## config.mk

```make
export PLATFORM = sky130hd
export DESIGN_NAME = brake_chopper_duty_hysteresis_top
export DESIGN_NICKNAME = d
export VERILOG_FILES = /design/src/rtl/bcdh_pkg.sv /design/src/rtl/bcdh_ctrl.sv /design/src/rtl/bcdh_datapath.sv /design/src/rtl/brake_chopper_duty_hysteresis_top.sv
export SDC_FILE = /design/constraint.sdc
export NUM_CORES = 1
export LEC_CHECK = 0
export BUFFER_PORTS_ARGS = -buffer_cell sky130_fd_sc_hd__clkbuf_2
export CAP_MARGIN = 20
export CELL_PAD_IN_SITES_DETAIL_PLACEMENT = 1
export CELL_PAD_IN_SITES_GLOBAL_PLACEMENT = 2
export CORE_UTILIZATION = 41
export CTS_CLUSTER_DIAMETER = 200
export CTS_CLUSTER_SIZE = 30
export DETAILED_ROUTE_END_ITERATION = 12
export PLACE_DENSITY = 0.85
export SLEW_MARGIN = 25
export SYNTH_ARGS = -nofsm -noshare
export SYNTH_HDL_FRONTEND = slang
export SYNTH_SLANG_ARGS = --single-unit
```

## constraint.sdc

```tcl
create_clock -name clock -period 7.5 [get_ports clock]
set_input_delay 1.875 -clock clock [delete_from_list [all_inputs] [get_ports clock]]
set_output_delay 1.875 -clock clock [all_outputs]
set_load 0.02 [all_outputs]
```

## src/rtl/bcdh_pkg.sv

```systemverilog
// shared types and constants for the brake chopper duty hysteresis block
package bcdh_pkg;

   localparam int VoltW      = 16;
   localparam int DutyW      = 7;
   localparam int CsrAddrW   = 2;
   localparam int CsrDataW   = 16;
   localparam int DivSteps   = DutyW;
   localparam int DivCntW    = $clog2(DivSteps);

   localparam logic [VoltW-1:0]   LimMax      = 16'hFFFF;
   localparam logic [VoltW:0]     StopMargin  = 17'd90;
   localparam logic [VoltW:0]     StartMargin = 17'd110;
   localparam logic [DutyW-1:0]   FullDuty    = 7'd100;
   localparam logic [DutyW-1:0]   HalfDuty    = 7'd50;

   localparam logic [CsrAddrW-1:0] CsrDutyPercent  = 2'd0;
   localparam logic [CsrAddrW-1:0] CsrOvervoltPt   = 2'd1;
   localparam logic [CsrAddrW-1:0] CsrOvervoltScl  = 2'd2;

   typedef enum logic [2:0] {
      ST_IDLE   = 3'b001,
      ST_DIV    = 3'b010,
      ST_FINISH = 3'b100
   } state_type;

   typedef struct packed {
      logic start;     // latch sample, load divider
      logic div_step;  // one quotient bit
      logic finish;    // update chopper state and load result
   } cmd_type;

   typedef struct packed {
      logic div_last;
   } status_type;

endpackage

```

## src/rtl/bcdh_ctrl.sv

```systemverilog
// controller state machine: sequences divider, state update and result handoff
module bcdh_ctrl import bcdh_pkg::*; (
   input  logic       clock,
   input  logic       reset,
   input  logic       req_tvalid,
   output logic       req_tready,
   output logic       rsp_tvalid,
   input  logic       rsp_tready,
   input  status_type status,
   output cmd_type    cmd
);

   state_type state_ff, state_in;
   logic      rsp_valid_ff, rsp_valid_in;
   logic      out_free;

   assign out_free   = !rsp_valid_ff || rsp_tready;
   assign req_tready = (state_ff == ST_IDLE);
   assign rsp_tvalid = rsp_valid_ff;

   always_comb begin
      state_in     = state_ff;
      cmd          = '0;
      case (state_ff)
         ST_IDLE: begin
            if (req_tvalid) begin
               cmd.start = 1'b1;
               state_in  = ST_DIV;
            end
         end
         ST_DIV: begin
            cmd.div_step = 1'b1;
            if (status.div_last) state_in = ST_FINISH;
         end
         ST_FINISH: begin
            // wait for the output register to be free
            if (out_free) begin
               cmd.finish = 1'b1;
               state_in   = ST_IDLE;
            end
         end
         default: state_in = ST_IDLE;
      endcase
   end

   always_comb begin
      rsp_valid_in = rsp_valid_ff;
      if (rsp_tready) rsp_valid_in = 1'b0;
      if (cmd.finish) rsp_valid_in = 1'b1;
   end

   always_ff @(posedge clock) begin
      if (reset) begin
         state_ff     <= ST_IDLE;
         rsp_valid_ff <= 1'b0;
      end else begin
         state_ff     <= state_in;
         rsp_valid_ff <= rsp_valid_in;
      end
   end

endmodule

```

## src/rtl/bcdh_datapath.sv

```systemverilog
// datapath: config registers, duty divider, limit product and chopper state
module bcdh_datapath import bcdh_pkg::*; (
   input  logic                clock,
   input  logic                reset,
   input  logic                csr_we,
   input  logic [CsrAddrW-1:0] csr_addr,
   input  logic [CsrDataW-1:0] csr_wdata,
   input  logic [VoltW-1:0]    bus_volts,
   input  cmd_type             cmd,
   output status_type          status,
   output logic                brake_on
);

   logic [DutyW-1:0]   duty_ff;
   logic [VoltW-1:0]   point_ff, scale_ff;
   logic [VoltW-1:0]   volts_ff;
   logic [2*VoltW-1:0] prod_ff;
   logic [DutyW-1:0]   dq_ff, dq_in;
   logic [DutyW-1:0]   rem_ff, rem_in;
   logic [DutyW-1:0]   den_ff;
   logic [DivCntW-1:0] cnt_ff, cnt_in;
   logic               chop_ff, chop_in;
   logic               phase_ff, phase_in;
   logic [VoltW-1:0]   ticks_ff, ticks_in;
   logic               brake_ff;

   logic [DutyW-1:0]   duty;
   logic               duty_zero, duty_full, duty_low;
   logic [DutyW:0]     trial;
   logic               qbit;
   logic [VoltW-1:0]   lim, on_cnt, off_cnt, ticks_inc;
   logic [VoltW:0]     stop_lvl, start_lvl;

   assign duty      = (duty_ff > FullDuty) ? FullDuty : duty_ff;
   assign duty_zero = (duty == '0);
   assign duty_full = (duty == FullDuty);
   assign duty_low  = (duty <= HalfDuty);

   always_ff @(posedge clock) begin
      if (reset) begin
         duty_ff  <= '0;
         point_ff <= '0;
         scale_ff <= VoltW'(1);
      end else if (csr_we) begin
         case (csr_addr)
            CsrDutyPercent: duty_ff  <= csr_wdata[DutyW-1:0];
            CsrOvervoltPt:  point_ff <= csr_wdata[VoltW-1:0];
            CsrOvervoltScl: scale_ff <= csr_wdata[VoltW-1:0];
            default: ;
         endcase
      end
   end

   // restoring divider, one quotient bit per step
   assign trial = {rem_ff, dq_ff[DutyW-1]};
   assign qbit  = (trial >= {1'b0, den_ff});

   always_comb begin
      dq_in  = dq_ff;
      rem_in = rem_ff;
      cnt_in = cnt_ff;
      if (cmd.start) begin
         dq_in  = duty_low ? (FullDuty - duty) : duty;
         rem_in = '0;
         cnt_in = '0;
      end else if (cmd.div_step) begin
         rem_in = qbit ? DutyW'(trial - {1'b0, den_ff}) : trial[DutyW-1:0];
         dq_in  = {dq_ff[DutyW-2:0], qbit};
         cnt_in = cnt_ff + DivCntW'(1);
      end
   end

   assign status.div_last = (cnt_ff == DivCntW'(DivSteps - 1));

   always_ff @(posedge clock) begin
      dq_ff   <= dq_in;
      rem_ff  <= rem_in;
      cnt_ff  <= cnt_in;
      prod_ff <= point_ff * scale_ff;
      if (cmd.start) begin
         volts_ff <= bus_volts;
         den_ff   <= duty_low ? duty : (FullDuty - duty);
      end
   end

   // phase lengths and limit thresholds, sums kept at 17 bits
   assign on_cnt    = duty_full ? LimMax : (duty_low ? VoltW'(1) : VoltW'(dq_ff));
   assign off_cnt   = duty_full ? '0 : (duty_low ? VoltW'(dq_ff) : VoltW'(1));
   assign lim       = (prod_ff > (2*VoltW)'(LimMax)) ? LimMax : prod_ff[VoltW-1:0];
   assign stop_lvl  = {1'b0, lim} + StopMargin;
   assign start_lvl = {1'b0, lim} + StartMargin;
   assign ticks_inc = ticks_ff + VoltW'(1);

   always_comb begin
      chop_in  = chop_ff;
      phase_in = phase_ff;
      ticks_in = ticks_ff;
      if (!duty_zero) begin
         if ({1'b0, volts_ff} < stop_lvl) begin
            chop_in  = 1'b0;
            phase_in = 1'b0;
            ticks_in = '0;
         end else if (!chop_ff) begin
            if ({1'b0, volts_ff} > start_lvl) begin
               chop_in  = 1'b1;
               phase_in = 1'b1;
               ticks_in = '0;
            end
         end else begin
            ticks_in = ticks_inc;
            if (!phase_ff) begin
               if (ticks_inc > off_cnt) begin
                  phase_in = 1'b1;
                  ticks_in = '0;
               end
            end else if (ticks_inc > on_cnt) begin
               phase_in = 1'b0;
               ticks_in = '0;
            end
         end
      end
   end

   always_ff @(posedge clock) begin
      if (reset) begin
         chop_ff  <= 1'b0;
         phase_ff <= 1'b0;
         ticks_ff <= '0;
      end else if (cmd.finish) begin
         chop_ff  <= chop_in;
         phase_ff <= phase_in;
         ticks_ff <= ticks_in;
      end
   end

   always_ff @(posedge clock) begin
      if (cmd.finish) brake_ff <= duty_zero ? 1'b0 : phase_in;
   end

   assign brake_on = brake_ff;

endmodule

```

## src/rtl/brake_chopper_duty_hysteresis_top.sv

```systemverilog
// Brake chopper with bus voltage hysteresis and a fixed duty on/off pattern.
// One req transfer carries one DC bus voltage sample; each sample gives
// exactly one rsp transfer whose bit says whether the brake resistor is on.
// The csr port writes duty_percent (0), overvolt_point (1) and
// overvolt_scale (2) at any edge with csr_we high; write only while idle.
// Sequence: the sample is latched at its req transfer, then the bit-serial
// duty divider produces the quotient, and then the chopper state is updated
// as the result is loaded. The limit product is registered alongside the
// divider. A new sample is not taken until the previous one is finished.
// The next sample is taken as soon as the state machine is back in idle,
// even while the previous result still waits in the output register.
// If the receiver stalls, the finished item waits until the output register
// is free; nothing is dropped.
// Synchronous active-high reset clears the chopper state, the registers to
// their defaults (scale 1, others 0) and any pending result.
module brake_chopper_duty_hysteresis_top import bcdh_pkg::*; (
   input  logic                clock,
   input  logic                reset,
   input  logic                req_tvalid,
   output logic                req_tready,
   input  logic [15:0]         req_tdata,   // [15:0] bus_volts
   output logic                rsp_tvalid,
   input  logic                rsp_tready,
   output logic [7:0]          rsp_tdata,   // [0] brake_on, [7:1] zero
   input  logic                csr_we,
   input  logic [CsrAddrW-1:0] csr_addr,
   input  logic [CsrDataW-1:0] csr_wdata
);

   cmd_type    cmd;
   status_type status;
   logic       brake_on;

   bcdh_ctrl u_ctrl (
      .clock      (clock),
      .reset      (reset),
      .req_tvalid (req_tvalid),
      .req_tready (req_tready),
      .rsp_tvalid (rsp_tvalid),
      .rsp_tready (rsp_tready),
      .status     (status),
      .cmd        (cmd)
   );

   bcdh_datapath u_datapath (
      .clock     (clock),
      .reset     (reset),
      .csr_we    (csr_we),
      .csr_addr  (csr_addr),
      .csr_wdata (csr_wdata),
      .bus_volts (req_tdata[VoltW-1:0]),
      .cmd       (cmd),
      .status    (status),
      .brake_on  (brake_on)
   );

   assign rsp_tdata = {7'b0, brake_on};

endmodule
```

==> metrics.md <==
| Metric | Value |
|---|---|
| RSZ-0062 raised after global routing | `no` |
| N_diodes | `0` |
| Crit start category | `register` |
| Synthesized flop and latch total | `~130` |
| Clock Root Buffer | `clkbuf_16` |
| R2R Path End | `u_datapath.prod_ff[30]$_DFF_P_` |
| Top_reg_cell synth | `dfxtp_1` |
| H-tree lvl count | `4` |
| Area after DPL | `roughly 16000 sq um` |
| Share of the synthesized area in the top cell type | `approximately a quarter` |
| Crit Path Category | `reg -> reg` |
| DIE AREA | `39500 sq um` |
| R2R depth | `21` |
| Worst-path fanout max | `17` |
| Post-route ant nets | `0` |
| Design Area, Final | `between 15000 and 20000 sq um` |
| YS warnings | `0` |
| Drt total wl | `about 43 mm` |
| Setup TNS | `0 ps` |
| Pin count of the biggest net entering global routing | `75` |
| Final slew viol count | `0` |
| DRC | `0` |
| Pwr Total | `between 2 and 2.5 mW` |
| Hold crit path type | `reg -> reg` |
| Post-synth ARST share | `0%` |
| Post-synthesis cell type count | `a little over 70` |
| Synth Instances | `roughly 1800` |
| Layout net count | `approximately 2200` |
| Vias/cell | `roughly 5.2` |
| Die Y | `~200 microns` |
| GRT Overall Usage | `around 23%` |
| Most frequent cell after synthesis | `nand2_1` |
| Clk buf depth | `2` |
| Total CTS buffers | `17` |
| Port-buffer cells | `slightly above 40` |
| Worst Max-Slew Pin Slew | `around 940 ps` |
| Ranking of synthesized cells by area | `fa_1 (25%), ha_1 (13%), dfxtp_1 (13%)` |
| Max Clock Freq | `around 150 MHz` |
| Sink Count | `134` |
| Sequential fraction of the synthesis area | `between 10% and 20%` |
| Row cnt | `between 70 and 80` |
| Hold Vio Cnt, Final | `0` |
| Post-Syn Area | `15900 sq um` |
| Drt first pass iters | `7` |
| Minimum clock period after layout | `around 6700 ps` |
| Crit path DAT | `between 7000 and 8000 ps` |
| Wire per inst | `18.1 microns` |
| Slew headroom | `37.3%` |
| Clock latency on the worst-skew pair | `around 440 ps` |
| Area leader, netlist | `fa_1` |
| Hold Crit Start | `u_datapath.rem_ff[6]$_SDFFE_PP0P_` |
| Chip width | `199 microns` |
| Reg2Reg Setup Slack | `770 ps` |
| Core area | `roughly 38000 sq um` |
| Max-cap viol count | `0` |
| Endpoint type of the worst setup path | `register` |
| Leakage power | `8.06 nW` |
| TritonCTS clock tree | `done` |
| Endpoint, Worst Hold | `u_datapath.rem_ff[6]$_SDFFE_PP0P_` |
| P per Cell Area | `about 130 nW/um^2` |
| Via count | `around 12000` |
| First-pass GRT wire length | `between 70 and 80 mm` |
| Setup-failing EPs final | `0` |
| Global route overflow | `0` |
| Post-synth EDFFs | `31` |
| Layout cell share with drive strength beyond 1 | `5.51%` |
| Reg2reg start | `u_datapath.scale_ff[9]$_SDFFE_PP0P_` |
| Clk slew on worst S/H paths | `~60 ps` |
| Area growth syn-to-layout | `7.41%` |
| Fin Clk Skew | `between 9 and 10 ps` |
| CTS resizes | `0` |
| Post-CTS setup buffer count | `0` |
| Status | `finished clean` |
| CTS Hold Buffers Added | `0` |
| Initial antenna violation count | `0` |
| Hold Path Stages | `2` |
| Placer Congestion | `0.830` |
| Period utilization | `about nine tenths` |
| Worst VDD drop | `107 uV` |
| Vias in the first global route | `about 14000` |
| 1st-iter DRT viols | `483` |
| CP required | `7860 ps` |
| Most frequent cells after synthesis | `nand2_1 (287), inv_1 (265), fa_1 (195)` |
| I/O pin count | `~50` |
| Syn Area/Cell | `around 8.7 sq um` |
| Dpl hpwl | `~33 mm` |
| Initial core utilization | `between 40% and 50%` |
## kinds of logic after synthesis
logic type / synth area share, %
multiplexers: 0.962
AO/OA/AOI/OAI: 8.75
other: 0.0236
AND/OR/NAND/NOR: 20.5
adder cells (fa/ha/maj): 38.1
flip-flops: 18.9
XOR/XNOR: 4.20
buffers and inverters: 8.62
## report_power, final
group	internal (mW)	switching, mW	total, mW
sequential	0.794	0.0624	0.857
combinational	0.180	0.277	0.457
clock	0.496	0.339	0.835
total	1.47	0.678	2.15
## worst max-delay path by stage
stage          slack [ps]  cells after the start                             end                                start
2_1_floorplan        1260                     24  u_datapath.prod_ff[30]$_DFF_P_  u_datapath.scale_ff[9]$_SDFFE_PP0P_
3_3_place_gp          980                     21  u_datapath.prod_ff[30]$_DFF_P_  u_datapath.scale_ff[9]$_SDFFE_PP0P_
3_5_place_dp          810                     21  u_datapath.prod_ff[30]$_DFF_P_  u_datapath.scale_ff[9]$_SDFFE_PP0P_
4_1_cts               790                     21  u_datapath.prod_ff[30]$_DFF_P_  u_datapath.scale_ff[9]$_SDFFE_PP0P_
5_1_grt               400                     21  u_datapath.prod_ff[30]$_DFF_P_  u_datapath.scale_ff[9]$_SDFFE_PP0P_
6_report              770                     21  u_datapath.prod_ff[30]$_DFF_P_  u_datapath.scale_ff[9]$_SDFFE_PP0P_
## area by class of cell
type | instances | area [sq um]
Fill cell | 4476 | 20800
Multi-Input combinational cell | 1349 | 11500
Sequential cell | 134 | 2990
Inverter | 265 | 995
Tap cell | 511 | 639
Clock buffer | 22 | 487
Timing Repair Buffer | 54 | 307
Clock inverter | 10 | 92.6
## cells in the final DEF, fill, tap and decap left out, types with 10 or more instances in the layout
cell type,instances
a21o_1,12
dfxtp_1,103
nor2_1,83
or3_1,11
clkbuf_16,19
nand2b_1,18
nand3_1,30
fa_1,195
xor2_1,21
nand4_1,17
o21ai_0,48
inv_1,265
ha_1,171
xnor2_1,55
nand2_1,287
nor3b_1,12
a21oi_1,87
nor4_1,10
nand3b_1,10
and2_1,124
a32oi_1,10
nor3_1,13
buf_4,12
mux2i_1,13
edfxtp_1,31
clkbuf_2,41
nor2b_1,11
## through the flow
stage / instances / util, % / setup WS, ps / hold slack (ps)
global route: 2345 / 45.0 / 395 / 487
global placement: 2312 / 43.5 / 976 / 437
CTS: 2344 / 45.0 / 792 / 474
detailed placement: 2312 / 43.5 / 810 / 458
finish: 2345 / 45.0 / 766 / 468
floorplan: 1832 / - / 1260 / 426
## flip-flops by register name, summed over array words and instances, names as in the netlist
| name | flops |
|---|---|
| u_datapath.chop_ff | 1 |
| u_datapath.cnt_ff | 3 |
| u_ctrl.rsp_tvalid | 1 |
| u_datapath.dq_ff | 7 |
| u_datapath.scale_ff | 16 |
| u_ctrl.state_ff | 3 |
| u_datapath.den_ff | 7 |
| u_datapath.rem_ff | 7 |
| u_datapath.point_ff | 16 |
| u_datapath.volts_ff | 16 |
| u_datapath.brake_on | 1 |
| u_datapath.duty_ff | 7 |
| u_datapath.ticks_ff | 16 |
| u_datapath.prod_ff | 32 |
| u_datapath.phase_ff | 1 |
## layer usage
| metal | wire [microns] | global-route usage (%) |
|---|---|---|
| met5 | 0 | 0 |
| met4 | 1090 | 7.55 |
| met2 | 22600 | 43.7 |
| met1 | 17900 | 26.7 |
| met3 | 870 | 3.34 |
## critical path, stage by stage (launching register included)
cell and delay, ps:
dfxtp_1 810, nand2_1 180, fa_1 570, inv_1 50
fa_1 500, inv_1 50, fa_1 480, inv_1 50
fa_1 510, fa_1 540, inv_1 50, fa_1 520
inv_1 40, ha_1 350, o21a_1 130, o21ai_1 210
a2111oi_0 120, or3_1 510, a2111o_1 430, a31o_1 230
a21oi_2 150, xnor2_1 140
Power figures use the tool's default switching activity.
